$ cat config.mk
export PLATFORM = sky130hd
export DESIGN_NAME = tcw_ctrl
export DESIGN_NICKNAME = d
export VERILOG_FILES = /design/src/hw/rtl/tcw_pkg.sv /design/src/hw/rtl/tcw_ctrl.sv
export SDC_FILE = /design/constraint.sdc
export NUM_CORES = 1
export LEC_CHECK = 0
export ABC_AREA = 1
export BUFFER_PORTS_ARGS = -buffer_cell sky130_fd_sc_hd__buf_2
export CAP_MARGIN = 20
export CORE_MARGIN = 4
export CORE_UTILIZATION = 45
export DETAILED_ROUTE_END_ITERATION = 10
export GPL_ROUTABILITY_DRIVEN = 0
export HOLD_SLACK_MARGIN = 0.1
export PLACE_DENSITY = 0.68
export SYNTH_ARGS = -nofsm -noshare
export SYNTH_HDL_FRONTEND = slang
export SYNTH_SLANG_ARGS = --single-unit
$ cat constraint.sdc
create_clock -name clk -period 3.5 [get_ports clk]
set_input_delay 0.175 -clock clk [delete_from_list [all_inputs] [get_ports clk]]
set_output_delay 0.175 -clock clk [all_outputs]
set_load 0.05 [all_outputs]
$ cat src/hw/rtl/tcw_pkg.sv
`default_nettype none
// ----------------------------------------------------------------------------
// Text console cell writer package
// Shared sizes, codes and item types for the console cell writer.
// ----------------------------------------------------------------------------
package tcw_pkg;

	// Screen geometry.
	localparam int SCREEN_CELLS = 2000;
	localparam int ROW_CELLS    = 80;

	// Widths fixed by the item fields and by the geometry.
	localparam int CURSOR_W = 11;
	localparam int INDEX_W  = 11;
	localparam int ADDR_W   = $clog2(SCREEN_CELLS);
	localparam int COL_W    = $clog2(ROW_CELLS);
	localparam int CELL_W   = 16;

	// Command codes.
	localparam logic [1:0] CMD_PUT   = 2'd0;
	localparam logic [1:0] CMD_READ  = 2'd1;
	localparam logic [1:0] CMD_BLANK = 2'd2;

	// Configuration register indexes.
	localparam logic REG_BACK_COLOR = 1'b0;
	localparam logic REG_FORE_COLOR = 1'b1;

	// Reset values of the color registers.
	localparam logic [3:0] BACK_COLOR_RST = 4'd2;
	localparam logic [3:0] FORE_COLOR_RST = 4'd8;

	// Special character codes.
	localparam logic [7:0] CHAR_NUL     = 8'h00;
	localparam logic [7:0] CHAR_NEWLINE = 8'h0A;
	localparam logic [7:0] CHAR_SPACE   = 8'h20;
	localparam logic [7:0] ATTR_BLANK   = 8'h0F;

	// One stored cell: character and attribute.
	typedef struct packed {
		logic [7:0] chr;
		logic [7:0] attr;
	} tcw_cell_t;

	localparam tcw_cell_t BLANK_CELL = '{chr: CHAR_SPACE, attr: ATTR_BLANK};

	// Input item.
	typedef struct packed {
		logic [1:0]         cmd;
		logic [7:0]         char_code;
		logic [INDEX_W-1:0] cell_index;
	} tcw_in_t;

	// Result item.
	typedef struct packed {
		logic [CURSOR_W-1:0] cursor;
		logic [7:0]          cell_char;
		logic [7:0]          cell_attr;
	} tcw_out_t;

	// Access request from the sequencer to the cell memory.
	typedef struct packed {
		logic              we;
		logic [ADDR_W-1:0] waddr;
		tcw_cell_t         wdata;
		logic              re;
		logic [ADDR_W-1:0] raddr;
	} tcw_ram_req_t;

endpackage
`default_nettype wire

$ cat src/hw/rtl/tcw_ctrl.sv
`default_nettype none
// ----------------------------------------------------------------------------
// Console sequencer
// Decodes items, keeps the cursor, drives the cell memory and runs the
// blanking sweeps one cell per cycle.
// ----------------------------------------------------------------------------
module tcw_ctrl (
	input  wire logic                  clk,
	input  wire logic                  arst_n,
	input  wire logic                  start,
	input  wire tcw_pkg::tcw_in_t      item,
	input  wire logic [7:0]            attr,
	input  wire tcw_pkg::tcw_cell_t    ram_rdata,
	output tcw_pkg::tcw_ram_req_t      ram_req,
	output logic                       busy,
	output logic                       done,
	output tcw_pkg::tcw_out_t          result
);

	import tcw_pkg::*;

	typedef enum logic [1:0] {
		ST_CLEAR,
		ST_IDLE,
		ST_BLANK,
		ST_READ
	} state_t;

	localparam logic [CURSOR_W-1:0] SCREEN_END  = CURSOR_W'(SCREEN_CELLS);
	localparam logic [ADDR_W-1:0]   ADDR_LAST   = ADDR_W'(SCREEN_CELLS - 1);
	localparam logic [COL_W-1:0]    COL_LAST    = COL_W'(ROW_CELLS - 1);
	localparam logic [CURSOR_W:0]   ROW_STEP    = (CURSOR_W + 1)'(ROW_CELLS);
	localparam logic [CURSOR_W:0]   SCREEN_WIDE = (CURSOR_W + 1)'(SCREEN_CELLS);

	state_t              state_q;
	logic [ADDR_W-1:0]   addr_q;
	logic [ADDR_W-1:0]   end_q;
	logic                report_q;
	logic                put_pend_q;
	tcw_cell_t           put_cell_q;
	logic [CURSOR_W-1:0] cursor_q;
	logic [COL_W-1:0]    col_q;
	logic                done_q;
	tcw_out_t            result_q;

	logic                accept;
	logic                at_end;
	logic [CURSOR_W:0]   nl_next;
	logic [CURSOR_W-1:0] cursor_inc;
	logic [COL_W-1:0]    col_inc;
	logic                idx_ok;
	tcw_cell_t           new_cell;
	logic                put_char;
	logic                slow_item;
	logic                done_next;

	// Item decode helpers.
	assign accept     = start && (state_q == ST_IDLE);
	assign at_end     = (cursor_q >= SCREEN_END);
	assign nl_next    = {1'b0, cursor_q} - {{(CURSOR_W + 1 - COL_W){1'b0}}, col_q} + ROW_STEP;
	assign cursor_inc = cursor_q + CURSOR_W'(1);
	assign col_inc    = (col_q == COL_LAST) ? '0 : col_q + COL_W'(1);
	assign idx_ok     = (item.cell_index < SCREEN_END);
	assign new_cell   = '{chr: item.char_code, attr: attr};

	// An ordinary byte that is written in place at the cursor.
	assign put_char = (item.cmd == CMD_PUT) && (item.char_code != CHAR_NUL) &&
		(item.char_code != CHAR_NEWLINE) && !at_end;

	// Items that need a sweep or a memory read before their result.
	assign slow_item = ((item.cmd == CMD_PUT) && ((item.char_code == CHAR_NEWLINE) ||
		((item.char_code != CHAR_NUL) && at_end))) ||
		((item.cmd == CMD_READ) && idx_ok) || (item.cmd == CMD_BLANK);

	// The result strobe for the next cycle.
	always_comb begin
		unique case (state_q)
			ST_CLEAR: done_next = (addr_q == ADDR_LAST) && report_q;
			ST_BLANK: done_next = (addr_q == end_q);
			ST_READ:  done_next = 1'b1;
			ST_IDLE:  done_next = accept && !slow_item;
			default:  done_next = 1'b0;
		endcase
	end

	// Memory accesses: sweep writes, a direct put, or a cell read.
	always_comb begin
		ram_req       = '0;
		ram_req.wdata = BLANK_CELL;
		unique case (state_q)
			ST_CLEAR: begin
				ram_req.we    = 1'b1;
				ram_req.waddr = addr_q;
				if (put_pend_q && addr_q == '0) begin
					ram_req.wdata = put_cell_q;
				end
			end
			ST_BLANK: begin
				ram_req.we    = 1'b1;
				ram_req.waddr = addr_q;
			end
			ST_IDLE: begin
				if (accept && item.cmd == CMD_PUT && item.char_code != CHAR_NUL &&
						item.char_code != CHAR_NEWLINE && !at_end) begin
					ram_req.we    = 1'b1;
					ram_req.waddr = ADDR_W'(cursor_q);
					ram_req.wdata = new_cell;
				end
				if (accept && item.cmd == CMD_READ && idx_ok) begin
					ram_req.re    = 1'b1;
					ram_req.raddr = ADDR_W'(item.cell_index);
				end
			end
			default: begin
			end
		endcase
	end

	// State, cursor and registered results.
	always_ff @(posedge clk or negedge arst_n) begin
		if (!arst_n) begin
			state_q    <= ST_CLEAR;
			addr_q     <= '0;
			end_q      <= '0;
			report_q   <= 1'b0;
			put_pend_q <= 1'b0;
			put_cell_q <= BLANK_CELL;
			cursor_q   <= '0;
			col_q      <= '0;
			done_q     <= 1'b0;
			result_q   <= '0;
		end else begin
			done_q <= done_next;
			unique case (state_q)
				ST_CLEAR: begin
					if (addr_q == ADDR_LAST) begin
						state_q    <= ST_IDLE;
						put_pend_q <= 1'b0;
						report_q   <= 1'b0;
						if (report_q) begin
							result_q <= '{cursor: cursor_q, cell_char: '0, cell_attr: '0};
						end
					end else begin
						addr_q <= addr_q + ADDR_W'(1);
					end
				end
				ST_BLANK: begin
					if (addr_q == end_q) begin
						state_q  <= ST_IDLE;
						result_q <= '{cursor: cursor_q, cell_char: '0, cell_attr: '0};
					end else begin
						addr_q <= addr_q + ADDR_W'(1);
					end
				end
				ST_READ: begin
					state_q  <= ST_IDLE;
					result_q <= '{cursor: cursor_q, cell_char: ram_rdata.chr,
						cell_attr: ram_rdata.attr};
				end
				ST_IDLE: begin
					if (accept) begin
						// Default: an immediate result with the cursor after the item.
						result_q <= '{cursor: put_char ? cursor_inc : cursor_q,
							cell_char: '0, cell_attr: '0};
						unique case (item.cmd)
							CMD_PUT: begin
								if (item.char_code == CHAR_NUL) begin
									// A null byte changes nothing.
								end else if (item.char_code == CHAR_NEWLINE) begin
									col_q  <= '0;
									if (nl_next >= SCREEN_WIDE) begin
										// Newline off the last row blanks the screen.
										state_q  <= ST_CLEAR;
										addr_q   <= '0;
										report_q <= 1'b1;
										cursor_q <= '0;
									end else begin
										// Blank the rest of the row.
										state_q  <= ST_BLANK;
										addr_q   <= ADDR_W'(cursor_q);
										end_q    <= ADDR_W'(nl_next - (CURSOR_W + 1)'(1));
										cursor_q <= nl_next[CURSOR_W-1:0];
									end
								end else if (at_end) begin
									// Wrap: blank the screen, the sweep puts the byte at cell 0.
									state_q    <= ST_CLEAR;
									addr_q     <= '0;
									report_q   <= 1'b1;
									put_pend_q <= 1'b1;
									put_cell_q <= new_cell;
									cursor_q   <= CURSOR_W'(1);
									col_q      <= COL_W'(1);
								end else begin
									cursor_q <= cursor_inc;
									col_q    <= col_inc;
								end
							end
							CMD_READ: begin
								if (idx_ok) begin
									state_q <= ST_READ;
								end
							end
							CMD_BLANK: begin
								state_q  <= ST_CLEAR;
								addr_q   <= '0;
								report_q <= 1'b1;
								cursor_q <= '0;
								col_q    <= '0;
							end
							default: begin
								// Unused command: report the cursor only.
							end
						endcase
					end
				end
				default: begin
					state_q <= ST_IDLE;
				end
			endcase
		end
	end

	assign busy   = (state_q != ST_IDLE);
	assign done   = done_q;
	assign result = result_q;

endmodule
`default_nettype wire

# After elaboration in Yosys (flattened, before gate mapping)
# Index checks and enable logic that the tools add are counted.
# totals
reg_bits	88
input_bits	48
output_inout_bits	69
word_cells	146
# classes
add_sub_neg	6
magnitude_cmp	3
eq_ne	28
n_mux	55
bitwise	3
reduce_logical	38
# ops
op	count
$mux 11	12
$mux 27	4
$pmux 27 s4	1
$pmux 11 s2	2
$pmux 11 s3	1
$pmux 16 s2	1
$mux 28	1
$mux 7	4
$reduce_and 7->1	4
$mux 12	2
$pmux 12 s2	1
$add 11x1->11 const B	2
$ne 2x2->1 const B	10
$logic_and 1x1->1	16
$mux 16	1
$mux 2	8
$pmux 7 s2	1
$add 12x7->12 const B	1
$ge 12x11->1 const B	1
$reduce_and 6->1	2
$sub 11x7->12	1
$eq 11x11->1	1
$eq 11x11->1 const B	1
$ge 11x11->1 const B	1
29 further kinds	54

# Depth between registers and ports, before layout
# depth
depth_word	9
depth_mapped	20
ltp_nobuf	19

# Worst setup path after synthesis
# OpenSTA, ideal clock, no wires.
# synth_path
kind	register -> output
start	register state_q[1]
end	output ram_req[10] (netlist bit)
t_arrival_ns	2.599
required_time_ns	3.325
slack_ns	0.726
path_stages_with_launch	9
path_buffers	1
path_cell_list	dfrtp_1 -> nor2_8 -> inv_4 -> nor2_4 -> inv_2 -> nor2_1 -> inv_1 -> clkbuf_1 -> nor2_1
# synth_lines
element	line	source
from (decl)	tcw_ctrl.sv:35	state_t state_q;
from (signal assigned)	tcw_ctrl.sv:122	state_q <= ST_CLEAR;
from (signal assigned)	tcw_ctrl.sv:137	state_q <= ST_IDLE;
from (signal assigned)	tcw_ctrl.sv:149	state_q <= ST_IDLE;
to (decl)	tcw_ctrl.sv:14	output tcw_pkg::tcw_ram_req_t ram_req,

==> flow_summary.json <==
{
  "worst_clock_skew_ns": 0.00875,
  "critPathTopFamily": "simple AND/OR/NAND/NOR gates",
  "gr-usage-all-layers_pct": 22.3,
  "async_reset_ff_share_pct": 100,
  "via_per_inst": 5.18,
  "most-common-layout-cells": "235 x nand2_1, 115 x buf_2, 114 x inv_1",
  "timing.setup.critical_path_class": "reg -> out",
  "drt-initial-drc-count": 559,
  "synthesis.area_sq_mm": 0.00681,
  "cts_tree": "done",
  "syn_inst": 958,
  "nets": 1157,
  "drive_gt1_share_pct": 23.6,
  "clockRootBuffer": "clkbuf_16",
  "min_period_ns": 3.19,
  "post_cts_buffers": 0,
  "hold_slack_ns": 0.100,
  "wl_um": 19000,
  "core-area_sq_mm": 0.0147,
  "clock-sinks": 88,
  "max_freq_ghz": 0.313,
  "min_path_cells": 3,
  "num_rows": 44,
  "pin_count": 117,
  "antenna_found_initial": 0,
  "wl_per_cell_um": 15.0,
  "setup_viol": 0,
  "clockBufferDepth": 2,
  "required_ns": 3.32,
  "hold_violations": 0,
  "synth-main-ff-cell": "dfrtp_1",
  "grt_max_degree": 68,
  "slew_headroom_pct": 36.0,
  "powerDensity_mw_per_mm2": 912,
  "htree_num_levels": 3,
  "synth_cell_type_count": 50,
  "path_cells": "inv_1, ha_1, nand3_1, nor2_1, nand4_1, nand2_1, nor2_4, nand3_4, inv_4, nand2_4, o22ai_1, buf_2",
  "endpoint_kind": "output pin",
  "clkTransAtPathRegs_ns": 0.06,
  "synth_area_per_cell_sq_um": 7.11,
  "grt_pass1_vias": 6053,
  "r2r-end": "end_q[6]",
  "ant_nets": 0,
  "slowest_stage": "dfrtp_1",
  "yosysWarnings": 0,
  "n_fill_cell": 1463,
  "synth_edf_count": 0,
  "setup-tns-final_ns": 0,
  "layout_commonest_cell": "nand2_1",
  "cp_slowest_stage_delay_ns": 0.43,
  "area_growth_pct": 16.8,
  "cp.arrival_ns": 3.02,
  "power_mw": 7.26,
  "drv_cap": 0,
  "fin_crit_sh_pct": 91.2,
  "fp.dieH_um": 131,
  "initial_utilization_pct": 46.3,
  "overflow": 0,
  "dp_hpwl_um": 14300,
  "vias": 6565,
  "diodes": 0,
  "numPlacedInstances": 1231,
  "synth_seq_area_share_pct": 32.4,
  "final_max_slew_viol_count": 0,
  "drc_errors": 0,
  "min_from": "attr[6]",
  "clk-insertion-delay-late_ns": 0.36,
  "min_to": "put_cell_q[6]",
  "final_area_sq_mm": 0.00796,
  "placedInstanceArea_sq_mm": 0.00745,
  "hold_class": "in -> reg",
  "tightest_slew_ns": 0.960,
  "worst_r2r_startpoint": "cursor_q[0]",
  "status": "finished, final reports clean",
  "synthesis.nets": 1036,
  "fin_cells": 1268,
  "die_w_um": 131,
  "cts.repair.resized": 0,
  "ys_ff_latch": 88,
  "dieArea_sq_mm": 0.0172,
  "first_pass_iters": 6,
  "p_leak_nw": 4.19,
  "port_buffers": 116,
  "startpoint_type": "flop",
  "rsz0062_at_grt": "false",
  "cp_max_fo": 25,
  "grt_pass1_wl_um": 30200,
  "rrSetupSlack_ns": 0.51,
  "ff2ff_path_depth": 17,
  "path_buf_inv": 3,
  "cts_buffers": 9,
  "max-vdd-ir-drop_mv": 0.466
}
power by group:
group          switching, mW  internal [mW]
logic                   3.35           1.34
clock network          0.426          0.557
registers              0.315           1.27
total                   4.09           3.17
stage by stage:
step                worst slack (ns)  util (%)
finish                         0.310      54.1
global route                   0.173      54.1
CTS                            0.349      54.1
detailed placement             0.539      50.7
global placement               0.582      50.7
floorplan                      0.726         -
worst max path at each step:
stage,start,to,depth (start not counted)
3_3_place_gp,cursor_q[0],end_q[1],17
2_1_floorplan,state_q[1],ram_req[10],8
5_1_grt,cursor_q[0],ram_req[34],12
6_report,cursor_q[0],ram_req[34],12
3_5_place_dp,cursor_q[0],end_q[6],17
4_1_cts,cursor_q[0],ram_req[28],12
layer usage:
layer / vias to the layer above / share of wire (%) / routed length [um] / track usage, %
li1: 3313 / - / - / -
met1: 2988 / 45 / 8580 / 30.5
met2: 228 / 45 / 8480 / 34.6
met3: 36 / 7.1 / 1340 / 4.47
met4: 0 / 2.9 / 555 / 8.77
met5: - / 0 / 0 / 0
flip-flops by register name, summed over array words and instances (netlist names):
signal / flops
put_cell_q: 16
cursor_q: 11
col_q: 7
report_q: 1
end_q: 11
result: 27
state_q: 2
addr_q: 11
done: 1
put_pend_q: 1
synthesized netlist by cell type (4+ instances only):
| cell | count | area share, % |
|---|---|---|
| ha_1 | 29 | 5.3 |
| nand3_2 | 17 | 2.5 |
| a21oi_1 | 37 | 2.7 |
| nor2_4 | 9 | 1.5 |
| inv_1 | 114 | 6.3 |
| o21ai_0 | 46 | 3.4 |
| o21ai_1 | 14 | 1.0 |
| xnor2_1 | 4 | 0.51 |
| clkbuf_1 | 14 | 0.77 |
| a31oi_1 | 5 | 0.46 |
| o22ai_1 | 11 | 1.0 |
| buf_2 | 9 | 0.66 |
| nor3_1 | 8 | 0.59 |
| buf_6 | 7 | 1.2 |
| a21oi_2 | 8 | 1.0 |
| nand2_1 | 235 | 13 |
| dfstp_2 | 5 | 1.9 |
| nand2_4 | 4 | 0.66 |
| nor2_1 | 90 | 5.0 |
| inv_2 | 21 | 1.2 |
| nand2_2 | 14 | 1.3 |
| nor2_2 | 16 | 1.5 |
| dfrtp_1 | 83 | 31 |
| nand4_1 | 17 | 1.6 |
| nand3_1 | 79 | 5.8 |
| xor2_1 | 22 | 2.8 |
cell type report:
| cell class | instances | area [sq um] | area share, % |
|---|---|---|---|
| inverters | 139 | 531 | 6.67 |
| clock inverters | 6 | 66.3 | 0.834 |
| flip-flops and latches | 88 | 2210 | 27.8 |
| repair buffers | 147 | 868 | 10.9 |
| clock buffers | 10 | 229 | 2.88 |
| well taps | 184 | 230 | 2.89 |
| multi-input cells | 694 | 3820 | 48.0 |
worst min-delay path, delay by kind of cell:
family,cells,cell delay (ns)
AOI/OAI and AO/OA,1,0.08
buffers and inverters,2,0.15
logic make-up (layout without fill, tap and decap cells):
logic type / after synthesis / count (layout) / share of synthesized area (%)
flip-flops: 88 / 88 / 32.4
adder cells (fa/ha/maj): 30 / 30 / 5.62
AND/OR/NAND/NOR: 508 / 508 / 36.4
XOR/XNOR: 26 / 26 / 3.34
AO/OA/AOI/OAI: 130 / 130 / 10.7
buffers and inverters: 176 / 302 / 11.5
what timing repair did:
action,4_1_cts,5_1_grt
hold buffers,21,0
endpoints found under the setup margin,0,0
hold endpoints to repair,81,0
No activity file was read; power rests on OpenSTA's default activity.
